`config.mk`:
```
export PLATFORM = sky130hd
export DESIGN_NAME = prt_queue
export DESIGN_NICKNAME = d
export VERILOG_FILES = /design/src/design/prt_pkg.sv /design/src/design/prt_queue.sv
export VERILOG_INCLUDE_DIRS = /design/src /design/src/design
export SDC_FILE = /design/constraint.sdc
export NUM_CORES = 1
export LEC_CHECK = 0
export BUFFER_PORTS_ARGS = -buffer_cell sky130_fd_sc_hd__buf_2
export CAP_MARGIN = 40
export CORE_ASPECT_RATIO = 0.6
export CORE_MARGIN = 2
export CORE_UTILIZATION = 35
export DETAILED_ROUTE_END_ITERATION = 7
export PLACE_DENSITY = 0.58
export RECOVER_POWER = 100
export SLEW_MARGIN = 10
export SYNTH_ARGS = -nofsm -noshare
export SYNTH_HDL_FRONTEND = slang
export SYNTH_SLANG_ARGS = --single-unit
```
`constraint.sdc`:
```
create_clock -name clock -period 5.9 [get_ports clock]
set_clock_uncertainty 0.1 [all_clocks]
set_input_delay 0 -clock clock [delete_from_list [all_inputs] [get_ports clock]]
set_output_delay 0 -clock clock [all_outputs]
set_load 0.05 [all_outputs]
```
`src/design/pointing_ray_plane_target_defines.svh`:
```
// Assertion macros shared by the pointing ray plane target RTL
`ifndef POINTING_RAY_PLANE_TARGET_DEFINES_SVH
`define POINTING_RAY_PLANE_TARGET_DEFINES_SVH
`ifndef SYNTHESIS
`define PRT_ASSERT(lbl, prop) \
   lbl: assert property (@(posedge clock) disable iff (reset) prop) \
      else $error("prt assertion failed");
`define PRT_ASSERT_ALWAYS(lbl, prop) \
   lbl: assert property (@(posedge clock) prop) \
      else $error("prt assertion failed");
`else
`define PRT_ASSERT(lbl, prop)
`define PRT_ASSERT_ALWAYS(lbl, prop)
`endif
`endif

```
`src/design/prt_pkg.sv`:
```
// Shared widths, register codes, entry type and the CORDIC angle table
package prt_pkg;
   localparam int POS_W     = 24;
   localparam int QUAT_W    = 16;
   localparam int HEAD_W    = 16;
   localparam int PROD_W    = 32;
   localparam int HGT_W     = 25;
   localparam int DIR_W     = 34;
   localparam int NUM_W     = 59;
   localparam int REM_W     = 60;
   localparam int QUO_STEPS = 26;
   localparam int CX_W      = 44;
   localparam int ANG_W     = 28;
   localparam int ATAN_W    = 24;
   localparam int ATAN_LEN  = 24;
   localparam int CSR_IDX_W = 2;
   localparam int QUEUE_DEPTH_DEF  = 4;
   localparam int CORDIC_STEPS_DEF = 16;
   localparam int HEAD_MAX  = 25736;

   localparam logic [CSR_IDX_W-1:0] CSR_PLANE_HEIGHT = 2'd0;
   localparam logic [CSR_IDX_W-1:0] CSR_INVALID_X    = 2'd1;
   localparam logic [CSR_IDX_W-1:0] CSR_INVALID_Y    = 2'd2;

   localparam logic signed [POS_W-1:0] PLANE_HEIGHT_RST = 24'sd20480;
   localparam logic signed [POS_W-1:0] INVALID_X_RST    = 24'sd204800;
   localparam logic signed [POS_W-1:0] INVALID_Y_RST    = 24'sd204800;

   localparam logic signed [DIR_W-1:0] ONE_Q28 = 34'sd268435456;
   localparam logic signed [ANG_W-1:0] PI_Q24  = 28'sd52707179;

   // one classified pose between front and back
   typedef struct packed {
      logic signed [POS_W-1:0] px;
      logic signed [POS_W-1:0] py;
      logic signed [HGT_W-1:0] h;
      logic signed [DIR_W-1:0] dx;
      logic signed [DIR_W-1:0] dy;
      logic signed [DIR_W-1:0] dz;
      logic                    dn;
   } qentry_type;

   function automatic logic [ATAN_W-1:0] cordic_atan(input int unsigned idx);
      logic [ATAN_W-1:0] v;
      case (idx)
         0:  v = 24'd13176795;
         1:  v = 24'd7778716;
         2:  v = 24'd4110060;
         3:  v = 24'd2086331;
         4:  v = 24'd1047214;
         5:  v = 24'd524117;
         6:  v = 24'd262123;
         7:  v = 24'd131069;
         8:  v = 24'd65536;
         9:  v = 24'd32768;
         10: v = 24'd16384;
         11: v = 24'd8192;
         12: v = 24'd4096;
         13: v = 24'd2048;
         14: v = 24'd1024;
         15: v = 24'd512;
         16: v = 24'd256;
         17: v = 24'd128;
         18: v = 24'd64;
         19: v = 24'd32;
         20: v = 24'd16;
         21: v = 24'd8;
         22: v = 24'd4;
         23: v = 24'd2;
         default: v = '0;
      endcase
      return v;
   endfunction
endpackage

```
`src/design/prt_queue.sv`:
```
// Short queue that decouples the front end from the back end
module prt_queue
   import prt_pkg::*;
#(
   parameter int DEPTH = QUEUE_DEPTH_DEF
) (
   input  logic       clock,
   input  logic       reset,
   input  logic       push,
   input  qentry_type push_data,
   output logic       full,
   input  logic       pop,
   output qentry_type pop_data,
   output logic       empty
);
   localparam int PTR_W = (DEPTH > 1) ? $clog2(DEPTH) : 1;
   localparam int CNT_W = $clog2(DEPTH + 1);

   qentry_type       mem_ff [DEPTH];
   logic [PTR_W-1:0] wr_ff, wr_in, rd_ff, rd_in;
   logic [CNT_W-1:0] cnt_ff, cnt_in;

   assign full     = (cnt_ff == CNT_W'(DEPTH));
   assign empty    = (cnt_ff == '0);
   assign pop_data = mem_ff[rd_ff];

   // advance pointers with wrap at the depth
   always_comb begin
      wr_in  = wr_ff;
      rd_in  = rd_ff;
      cnt_in = cnt_ff;
      if (push) begin
         wr_in = (wr_ff == PTR_W'(DEPTH - 1)) ? '0 : wr_ff + 1'b1;
      end
      if (pop) begin
         rd_in = (rd_ff == PTR_W'(DEPTH - 1)) ? '0 : rd_ff + 1'b1;
      end
      if (push && !pop) begin
         cnt_in = cnt_ff + 1'b1;
      end else if (pop && !push) begin
         cnt_in = cnt_ff - 1'b1;
      end
   end

   always_ff @(posedge clock) begin
      if (reset) begin
         wr_ff  <= '0;
         rd_ff  <= '0;
         cnt_ff <= '0;
      end else begin
         wr_ff  <= wr_in;
         rd_ff  <= rd_in;
         cnt_ff <= cnt_in;
      end
   end

   always_ff @(posedge clock) begin
      if (push) begin
         mem_ff[wr_ff] <= push_data;
      end
   end

`include "pointing_ray_plane_target_defines.svh"
   `PRT_ASSERT(a_no_overflow, push |-> !full)
   `PRT_ASSERT(a_no_underflow, pop |-> !empty)
   `PRT_ASSERT(a_cnt_range, cnt_ff <= CNT_W'(DEPTH))
   `PRT_ASSERT(a_cnt_track, (push && !pop) |=> cnt_ff == $past(cnt_ff) + 1'b1)
endmodule

```
==> results.ini <==
[worst_setup_path]
worstReg2RegStart = wr_ff[0]$_SDFFE_PP0P_
path_buf_inv = 1
rr_worst_depth = 3
slowest_stage = and2_0
cp.arrival_ns = 4.26
slowest_delay_ns = 1.86
critPathMaxFanout = 35
crit_end = mem_ff[3][147]$_DFFE_PP_
critPathCaptureType = register
required_ns = 5.99
crit_cells = 3
crit_family = simple AND/OR/NAND/NOR gates
worstReg2RegEnd = mem_ff[3][147]$_DFFE_PP_
worstSetupStartpointType = register
reg2reg_slack_ns = 1.73
criticalPathCategory = reg2reg
path_cells = ha_1 -> and2_0 -> clkbuf_2
crit_start = wr_ff[0]$_SDFFE_PP0P_

[status]
status = finished, violations left
violations = capacitance limit, slew limit

[die]
die_w_um = 355
row_count = 77
design.die.area_sq_mm = 0.0761
pin_count = 358
die_y_um = 215
coreArea_sq_mm = 0.0734
start_util_pct = 35.2

[logic_synthesis]
synth_warnings = 0
synth_top_area_share_pct = 81.8
syn_inst = 964
synth_edf_count = 704
synth_cell_types = 19
synthTopCellsByArea = edfxtp_1 (82%), mux4_2 (15%), buf_6 (0.74%)
synth_compound_area_share_pct = 0.0581
yosysSeqAreaShare_pct = 82.5
synth-seq-cells = 713
yosys-top-cells-count = edfxtp_1 (704), mux4_2 (176), buf_2 (19)
synth_most_common_cell = edfxtp_1
synth_area_sq_mm = 0.0259
yosys.area_share.adder_pct = 0.368
synth-simple-area-share_pct = 0.300
syn_area_per_cell_sq_um = 26.8
synthXorXnorAreaFrac_pct = 0.0678
yosysTopAreaCell = edfxtp_1
synth_top_family_by_area = multiplexers
ys.flop_type = edfxtp_1
synth.mux.area_fraction_pct = 15.5
syn-num-nets = 1151
synthArstFlopShare_pct = 0

[clocking]
clk_path_buf_depth = 3
worstSkewPairLatency_ns = 0.59
cts_root_buf = clkbuf_16
post_cts_buffers = 0
numCtsBuffers = 67
clk_pin_slew_ns = 0.06
cts_tree = yes
cts_sinks = 713
h-tree-depth = 3

[detailed_routing]
vias = 12200
detail_route.first_pass.iterations = 6
wl_per_cell_um = 20.2
drc_errors = 0
totalWireLength_mm = 52.3
drtAntennaViolNets = 0
viasPerCell = 4.69
drtIter0Drc = 867

[sta]
slew_viol_final = 121
relSlewSlack_pct = -70.0
final.setup.tns_ns = 0
rsz0062_at_grt = false
tightest_slew_ns = 2.55
finalHoldViolations = 0
period_needed_ns = 4.17
setup_viol = 0
fin_crit_sh_pct = 70.6
timing.final.ws_setup_ns = 1.73
max_freq_mhz = 240

[power]
powerDensity_mw_per_mm2 = 354
intPower_mw = 8.61
ir_drop_v = 0.000233
power_frac_clock_pct = 36.0
seq_power_share_pct = 51.1
p_comb_share_pct = 12.9
netSwitchingPower_mw = 2.88
swShare_pct = 25.1
p_leak_nw = 10.0

[job]
drv_cap = 4

[grt]
antenna_found_initial = 2
grt_use_total_pct = 13.8
overflow = 0
grt_pass1_wl_mm = 79.9
grt_start_max_net_pins = 95
grt_pass1_vias = 13300

[place]
dp_worst_setup_slack_ns = 3.33
io_buffers = 357
place_congestion = 0.729
dp_hpwl_mm = 30.2

[layout]
fin_nets = 1742
fillers = 6357
layout-area-overhead-vs-synth_pct = 25.4
drive_gt1_share_pct = 18.5

[hold_path]
hold_class = in2reg

==> stage by stage <==
step | util (%) | cells | total power, mW | hold WS, ns | instance area, sq um
after floorplan | - | 964 | 7.04 | -0.0309 | 25900
after global placement | 39.2 | 2281 | 7.40 | 0.109 | 28800
after detailed placement | 39.3 | 2285 | 7.43 | 0.115 | 28900
after CTS | 44.7 | 2588 | 11.7 | 0.000621 | 32800
after global routing | 44.1 | 2590 | 11.9 | 0.0845 | 32400
final | 44.1 | 2592 | 11.5 | 0.103 | 32400
==> worst reg2reg max path, stage by stage, from the launching register on <==
cell	delay, ns
dfxtp_1	0.41
ha_1	0.20
and2_0	1.86
clkbuf_2	1.14
==> flip-flops by register name, summed over array words and instances (netlist names), named ones only <==
register,flops
mem_ff,704
wr_ff,2
cnt_ff,3
rd_ff,2
==> layer usage <==
metal  global-route usage, %  wire length, um  vias up
met2                    21.7            24700      321
met5                       0               10        -
li1                        -                -     5370
met1                    19.0            22900     6386
met4                    3.87             1130        2
met3                    3.89             3490       81
==> power by group through the flow <==
stage / combinational, mW / clock (mW) / sequential, mW
finish: 1.48 / 4.14 / 5.87
global route: 1.57 / 4.48 / 5.88
CTS: 1.57 / 4.27 / 5.87
detailed placement: 1.46 / 0 / 5.98
global placement: 1.42 / 0 / 5.97
floorplan: 1.06 / 0 / 5.99
==> logic make-up (layout without fill, tap and decap cells) <==
| kind of cell | count (synthesis) | count (layout) |
|---|---|---|
| AO/OA/AOI/OAI | 3 | 3 |
| multiplexers | 180 | 180 |
| flip-flops | 713 | 713 |
| AND/OR/NAND/NOR | 15 | 15 |
| adder cells (fa/ha/maj) | 7 | 7 |
| buffers and inverters | 44 | 682 |
| other | 0 | 3 |
| XOR/XNOR | 2 | 2 |
==> worst min path at each step <==
| stage | start | slack (ns) | end | cells past startpoint |
|---|---|---|---|---|
| floorplan | reset | -0.03 | cnt_ff[2]$_SDFFE_PP0P_ | 1 |
| global placement | push_data[97] | 0.11 | mem_ff[1][97]$_DFFE_PP_ | 1 |
| detailed placement | push_data[64] | 0.12 | mem_ff[3][64]$_DFFE_PP_ | 1 |
| CTS | push_data[170] | 0.0006 | mem_ff[3][170]$_DFFE_PP_ | 2 |
| global route | push_data[104] | 0.08 | mem_ff[2][104]$_DFFE_PP_ | 2 |
| finish | reset | 0.10 | wr_ff[0]$_SDFFE_PP0P_ | 3 |
==> cell type report <==
type	instances	area, sq um	area share, %
tap	987	1230	3.81
antenna	3	7.51	0.0232
clock buffer	81	1810	5.60
timing repair buffer	562	3540	10.9
multi-input combinational	207	4210	13.0
clock inverter	35	268	0.826
inverter	4	15.0	0.0463
sequential	713	21300	65.8
==> placed cells by master, fill, tap and decap left out, types with 2 or more instances in the layout <==
cell             n
a21oi_1          2
and2_0           4
buf_12           7
buf_16           5
buf_2           13
buf_4            2
bufinv_16        4
clkbuf_1       357
clkbuf_16       71
clkinv_1        14
clkinv_2        14
dfxtp_1          8
diode_2          3
dlygate4sd3_1  187
edfxtp_1       704
ha_1             6
inv_1            4
mux2i_1          4
mux4_2         176
nor2_1           7
nor3b_1          2
xor2_1           2
==> repair_timing <==
item | CTS | global route
hold buffers | 187 | 0
gates resized for setup | 0 | 0
endpoints found under the hold margin | 825 | 0
Power figures use the tool's default switching activity.
