### src/design/pointing_ray_plane_target_defines.svh
// Assertion macros shared by the pointing ray plane target RTL
`ifndef POINTING_RAY_PLANE_TARGET_DEFINES_SVH
`define POINTING_RAY_PLANE_TARGET_DEFINES_SVH
`ifndef SYNTHESIS
`define PRT_ASSERT(lbl, prop) \
   lbl: assert property (@(posedge clock) disable iff (reset) prop) \
      else $error("prt assertion failed");
`define PRT_ASSERT_ALWAYS(lbl, prop) \
   lbl: assert property (@(posedge clock) prop) \
      else $error("prt assertion failed");
`else
`define PRT_ASSERT(lbl, prop)
`define PRT_ASSERT_ALWAYS(lbl, prop)
`endif
`endif

### src/design/prt_pkg.sv
// Shared widths, register codes, entry type and the CORDIC angle table
package prt_pkg;
   localparam int POS_W     = 24;
   localparam int QUAT_W    = 16;
   localparam int HEAD_W    = 16;
   localparam int PROD_W    = 32;
   localparam int HGT_W     = 25;
   localparam int DIR_W     = 34;
   localparam int NUM_W     = 59;
   localparam int REM_W     = 60;
   localparam int QUO_STEPS = 26;
   localparam int CX_W      = 44;
   localparam int ANG_W     = 28;
   localparam int ATAN_W    = 24;
   localparam int ATAN_LEN  = 24;
   localparam int CSR_IDX_W = 2;
   localparam int QUEUE_DEPTH_DEF  = 4;
   localparam int CORDIC_STEPS_DEF = 16;
   localparam int HEAD_MAX  = 25736;

   localparam logic [CSR_IDX_W-1:0] CSR_PLANE_HEIGHT = 2'd0;
   localparam logic [CSR_IDX_W-1:0] CSR_INVALID_X    = 2'd1;
   localparam logic [CSR_IDX_W-1:0] CSR_INVALID_Y    = 2'd2;

   localparam logic signed [POS_W-1:0] PLANE_HEIGHT_RST = 24'sd20480;
   localparam logic signed [POS_W-1:0] INVALID_X_RST    = 24'sd204800;
   localparam logic signed [POS_W-1:0] INVALID_Y_RST    = 24'sd204800;

   localparam logic signed [DIR_W-1:0] ONE_Q28 = 34'sd268435456;
   localparam logic signed [ANG_W-1:0] PI_Q24  = 28'sd52707179;

   // one classified pose between front and back
   typedef struct packed {
      logic signed [POS_W-1:0] px;
      logic signed [POS_W-1:0] py;
      logic signed [HGT_W-1:0] h;
      logic signed [DIR_W-1:0] dx;
      logic signed [DIR_W-1:0] dy;
      logic signed [DIR_W-1:0] dz;
      logic                    dn;
   } qentry_type;

   function automatic logic [ATAN_W-1:0] cordic_atan(input int unsigned idx);
      logic [ATAN_W-1:0] v;
      case (idx)
         0:  v = 24'd13176795;
         1:  v = 24'd7778716;
         2:  v = 24'd4110060;
         3:  v = 24'd2086331;
         4:  v = 24'd1047214;
         5:  v = 24'd524117;
         6:  v = 24'd262123;
         7:  v = 24'd131069;
         8:  v = 24'd65536;
         9:  v = 24'd32768;
         10: v = 24'd16384;
         11: v = 24'd8192;
         12: v = 24'd4096;
         13: v = 24'd2048;
         14: v = 24'd1024;
         15: v = 24'd512;
         16: v = 24'd256;
         17: v = 24'd128;
         18: v = 24'd64;
         19: v = 24'd32;
         20: v = 24'd16;
         21: v = 24'd8;
         22: v = 24'd4;
         23: v = 24'd2;
         default: v = '0;
      endcase
      return v;
   endfunction
endpackage

### src/design/prt_req_if.sv
// Pose request channel: valid, ready and the pose beat
interface prt_req_if
   import prt_pkg::*;
();
   logic                     valid;
   logic                     ready;
   logic signed [POS_W-1:0]  pos_x;
   logic signed [POS_W-1:0]  pos_y;
   logic signed [POS_W-1:0]  pos_z;
   logic signed [QUAT_W-1:0] quat_x;
   logic signed [QUAT_W-1:0] quat_y;
   logic signed [QUAT_W-1:0] quat_z;
   logic signed [QUAT_W-1:0] quat_w;

   modport source (output valid, pos_x, pos_y, pos_z, quat_x, quat_y, quat_z, quat_w,
                   input ready);
   modport sink (input valid, pos_x, pos_y, pos_z, quat_x, quat_y, quat_z, quat_w,
                 output ready);
endinterface

### src/design/prt_front.sv
// Front end: accept poses, form the pointing direction and classify it
module prt_front
   import prt_pkg::*;
(
   input  logic                    clock,
   input  logic                    reset,
   prt_req_if.sink                 req,
   input  logic signed [POS_W-1:0] plane_height,
   input  logic                    q_full,
   output logic                    push,
   output qentry_type              push_data
);
   logic                     en;
   logic                     f1_vld_ff, f1_vld_in, f2_vld_ff, f2_vld_in;
   logic signed [PROD_W-1:0] yy_ff, zz_ff, xy_ff, zw_ff, xz_ff, yw_ff;
   logic signed [PROD_W-1:0] yy_in, zz_in, xy_in, zw_in, xz_in, yw_in;
   logic signed [POS_W-1:0]  px1_ff, py1_ff;
   logic signed [HGT_W-1:0]  h1_ff, h1_in;
   qentry_type               ent_ff, ent_in;
   logic signed [DIR_W-1:0]  s_yz, s_xy, s_xz;

   // advance unless a finished beat is blocked by a full queue
   assign en        = !f2_vld_ff || !q_full;
   assign req.ready = en;
   assign push      = f2_vld_ff && !q_full;
   assign push_data = ent_ff;

   assign f1_vld_in = en ? req.valid : f1_vld_ff;
   assign f2_vld_in = en ? f1_vld_ff : f2_vld_ff;

   // quaternion products and plane offset
   always_comb begin
      yy_in = PROD_W'(req.quat_y) * PROD_W'(req.quat_y);
      zz_in = PROD_W'(req.quat_z) * PROD_W'(req.quat_z);
      xy_in = PROD_W'(req.quat_x) * PROD_W'(req.quat_y);
      zw_in = PROD_W'(req.quat_z) * PROD_W'(req.quat_w);
      xz_in = PROD_W'(req.quat_x) * PROD_W'(req.quat_z);
      yw_in = PROD_W'(req.quat_y) * PROD_W'(req.quat_w);
      h1_in = HGT_W'(plane_height) - HGT_W'(req.pos_z);
   end

   // direction sums and downward test
   always_comb begin
      s_yz = DIR_W'(yy_ff) + DIR_W'(zz_ff);
      s_xy = DIR_W'(xy_ff) + DIR_W'(zw_ff);
      s_xz = DIR_W'(xz_ff) - DIR_W'(yw_ff);
      ent_in.px = px1_ff;
      ent_in.py = py1_ff;
      ent_in.h  = h1_ff;
      ent_in.dx = ONE_Q28 - (s_yz <<< 1);
      ent_in.dy = s_xy <<< 1;
      ent_in.dz = s_xz <<< 1;
      ent_in.dn = s_xz[DIR_W-1];
   end

   always_ff @(posedge clock) begin
      if (reset) begin
         f1_vld_ff <= 1'b0;
         f2_vld_ff <= 1'b0;
      end else begin
         f1_vld_ff <= f1_vld_in;
         f2_vld_ff <= f2_vld_in;
      end
   end

   always_ff @(posedge clock) begin
      if (en) begin
         yy_ff  <= yy_in;
         zz_ff  <= zz_in;
         xy_ff  <= xy_in;
         zw_ff  <= zw_in;
         xz_ff  <= xz_in;
         yw_ff  <= yw_in;
         px1_ff <= req.pos_x;
         py1_ff <= req.pos_y;
         h1_ff  <= h1_in;
         ent_ff <= ent_in;
      end
   end
endmodule

### src/flat_wrapper.sv
// flat-port wrapper written by rule: the top's interface ports become plain ports
module prt_front_flat import prt_pkg::*;
  (clock, reset, plane_height, q_full, push, push_data, req_valid, req_pos_x, req_pos_y, req_pos_z, req_quat_x, req_quat_y, req_quat_z, req_quat_w, req_ready);
  prt_req_if req_i ();
  input  logic clock;
  input  logic reset;
  input  logic signed [POS_W-1:0] plane_height;
  input  logic q_full;
  output logic push;
  output qentry_type push_data;
  input wire logic [$bits(req_i.valid)-1:0] req_valid;
  input wire logic [$bits(req_i.pos_x)-1:0] req_pos_x;
  input wire logic [$bits(req_i.pos_y)-1:0] req_pos_y;
  input wire logic [$bits(req_i.pos_z)-1:0] req_pos_z;
  input wire logic [$bits(req_i.quat_x)-1:0] req_quat_x;
  input wire logic [$bits(req_i.quat_y)-1:0] req_quat_y;
  input wire logic [$bits(req_i.quat_z)-1:0] req_quat_z;
  input wire logic [$bits(req_i.quat_w)-1:0] req_quat_w;
  output wire logic [$bits(req_i.ready)-1:0] req_ready;
  assign req_i.valid = req_valid;
  assign req_i.pos_x = req_pos_x;
  assign req_i.pos_y = req_pos_y;
  assign req_i.pos_z = req_pos_z;
  assign req_i.quat_x = req_quat_x;
  assign req_i.quat_y = req_quat_y;
  assign req_i.quat_z = req_quat_z;
  assign req_i.quat_w = req_quat_w;
  assign req_ready = req_i.ready;
  prt_front u_core (.clock(clock), .reset(reset), .req(req_i), .plane_height(plane_height), .q_full(q_full), .push(push), .push_data(push_data));
endmodule
### config.mk
export PLATFORM = sky130hd
export DESIGN_NAME = prt_front_flat
export DESIGN_NICKNAME = d
export VERILOG_FILES = /design/src/design/pointing_ray_plane_target_defines.svh /design/src/design/prt_pkg.sv /design/src/design/prt_req_if.sv /design/src/design/prt_front.sv /design/src/flat_wrapper.sv
export SDC_FILE = /design/constraint.sdc
export NUM_CORES = 2
export LEC_CHECK = 0
export ABC_AREA = 1
export BUFFER_PORTS_ARGS = -buffer_cell sky130_fd_sc_hd__buf_4
export CAP_MARGIN = 20
export CORE_UTILIZATION = 28
export DETAILED_ROUTE_END_ITERATION = 12
export HOLD_SLACK_MARGIN = 0.15
export PLACE_DENSITY = 0.54
export SYNTH_ARGS = -nofsm -noshare
export SYNTH_HDL_FRONTEND = slang
export SYNTH_SLANG_ARGS = --single-unit
### constraint.sdc
create_clock -name clock -period 12.3 [get_ports clock]
set_clock_uncertainty 0.05 [all_clocks]
set_input_delay 0 -clock clock [delete_from_list [all_inputs] [get_ports clock]]
set_output_delay 0 -clock clock [all_outputs]
set_load 0.05 [all_outputs]
==> impl_results.md <==
* Predominant post-synthesis flop cell: edfxtp_1
* Commonest non-fill, non-tap cell in the layout: inv_1
* # setup viols final at 0
* Critical setup path kind: primary input to register
* Area contributors post-synth: fa_1, edfxtp_1, inv_1
* GPL Wtd Cong at 0.8666
* Antenna violations before repair at 15
* Commonest non-fill, non-tap cells in the layout: inv_1, nand2_1, fa_1
* First DRT Iteration DRCs at 2978
* DRC at 0
* Highest clock rate at 158.4 MHz
* Sequential share of the synthesized area at 0.1649
* Global-route wire length before repair at 342.1 mm
* H-Tree Level Count at 2
* Fraction of registers with async set/reset at 0
* Hold WS at roughly 0.21 ns
* Core area at roughly 280000 um^2
* Tcrit/Tclk final at 0.5134
* Setup Slack @ Placement at 5.736 ns
* CP Launch Type: primary input
* IO Count at 342
* RSZ-0062 raised after global routing: no
* Via count at 57137
* Root Buffer Master: clkbuf_16
* Post-placement cell area at 85910 um^2
* Setup tns final at 0 ns
* Synth area leader: fa_1
* Num CTS Buffers at 59
* Hold Crit Endpoint: u_core.xy_ff[2]
* Worst-Skew Late Latency at 0.74 ns
* Clock tree buffer depth at 3
* Worst r2r src: u_core.f2_vld_ff
* Pre-antenna DRT Iters at 5
* GRT Total Usage at 0.1532
* Number of synthesis warnings at 0
* Fin crit period at 6.315 ns
* Design area at between 80000 and 90000 um^2
* Final Max Tran Viols at 0
* Syn Area/Cell at 8.756 um^2
* Hold depth at 5
* Slew HR at 0.2509
* Die width at 534.7 um
* Cell area after synthesis at 79460 um^2
* Die H at between 500 and 600 um
* Cell count after synthesis at a little over 9000
* Crit path max fanout at 32
* Critical path arrival at 6.74 ns
* Max Cap Viol at 0
* Routed Antenna Nets at 0
* Top cell type's share of synthesized area at 0.3824
* Die area at 285900 um^2
* Hold Startpoint: req_quat_x[2]
* Initial Util at 0.2815
* Gr ovfl total at 0
* Critical Path RT at 12.72 ns
* Per-cell routed wire length at around 16 um
* Min-delay worst type: primary input to register
* Sinks on Clock Net at 437
* Port bufs at 338
* CTS resizes at 0
* Outcome: complete, no violations
* Yosys reg bits at 437
* P&R area growth vs syn at 13.08%
* EDFF count, synth at 435
* Vias in the first global route at around 60000
* CP Capture Type: register
* Post-DP HPWL at 168.9 mm
* Hold Fails Final Rpt at 0
* Via-to-Cell Ratio at between 4 and 5
* R2R depth at 3
* Row Count at around 200
* Crit. Startpoint: req_quat_w[1]
* CTS tree: built
* Largest net degree at the start of global routing at 124
* Layout net count at 11740
* Worst-path clk slew at 0.07 ns
* Post-layout worst setup margin at 5.985 ns
* Distinct cells, synth at 52
* Overall routed net length at 214.1 mm
* Ratio of cells with drive above 1 in the final layout at 0.05972
* Worst-Margin Slew at ~1.1 ns
* Flop-to-flop setup slack at 9.10 ns
* Worst reg2reg path endpoint: u_core.push_data[21]
==> sequential cells by signal (all words and copies together) (netlist names) <==
name	flops
u_core.py1_ff	24
u_core.yy_ff	31
u_core.px1_ff	24
u_core.f2_vld_ff	1
u_core.zz_ff	31
u_core.f1_vld_ff	1
u_core.h1_ff	25
u_core.xz_ff	32
u_core.xy_ff	32
u_core.yw_ff	32
u_core.zw_ff	32
u_core.push_data	172
==> cell type report <==
cell class / count / area [um^2]
Multi-Input combinational cell: 5667 / 55200
Tap cell: 3743 / 4683
Antenna cell: 4 / 10.01
Sequential cell: 437 / 13100
Fill cell: 29746 / 192400
Timing Repair Buffer: 555 / 4669
Clock inverter: 48 / 530.5
Clock buffer: 63 / 1491
Inverter: 2708 / 10160
==> logic make-up after synthesis <==
| group | after synthesis | synth area share |
|---|---|---|
| AO/OA/AOI/OAI | 609 | 0.04329 |
| XOR/XNOR | 351 | 0.03869 |
| adder cells (fa/ha/maj) | 2148 | 0.4816 |
| buffers and inverters | 2973 | 0.1406 |
| flip-flops | 437 | 0.1649 |
| other | 1 | 0.00004719 |
| AND/OR/NAND/NOR | 2556 | 0.1308 |
==> layer usage <==
layer	GRT usage	share of wire	up-vias
met1	0.2017	0.44	28426
li1	-	-	27242
met2	0.2666	0.49	1226
met3	0.01511	0.043	237
met5	0	0.00017	-
met4	0.04130	0.027	6
==> timing repair <==
item                                   in CTS  in global routing
endpoints found under the hold margin     154                  0
hold buffers                              191                  0
buffers inserted                            0                  0
==> critical path: stages <==
cell and delay [ns]:
dlygate4sd3_1 0.58, buf_4 0.48, nand2_1 0.19, inv_1 0.17, fa_1 0.55, fa_1 0.93, fa_1 0.54, fa_1 0.51
fa_1 0.49, inv_1 0.05, fa_1 0.47, inv_1 0.04, ha_1 0.37, nand2_1 0.13, nor4_1 0.38, nand2_1 0.09
o211ai_1 0.27, nand3_1 0.11, nand2_1 0.12, a21oi_1 0.08, xor2_1 0.14
==> through the flow <==
stage,std cells,utilization
after floorplan,9077,-
after global placement,12919,0.3043
after detailed placement,12919,0.3043
after CTS,13221,0.3183
after global routing,13223,0.3183
final,13225,0.3183
==> worst max path at each step <==
stage | end | slack [ns]
2_1_floorplan | u_core.h1_ff[0] | 1.40
3_3_place_gp | u_core.xz_ff[29] | 5.83
3_5_place_dp | u_core.xy_ff[29] | 5.74
4_1_cts | u_core.yw_ff[28] | 6.08
5_1_grt | u_core.yw_ff[28] | 5.62
6_report | u_core.yw_ff[28] | 5.99
==> cells in the mapped netlist, drive strengths merged, types with 137 or more instances <==
cell type	n
inv	2706
nand2	1970
fa	1518
ha	630
edfxtp	435
a21oi	312
nor2	302
xor2	214
clkbuf	200
o21ai	143
nand3	140
xnor2	137
Power is left out: the tool's default activity adds up to more than one toggle a clock period on the data nets, which glitch-free logic cannot reach.
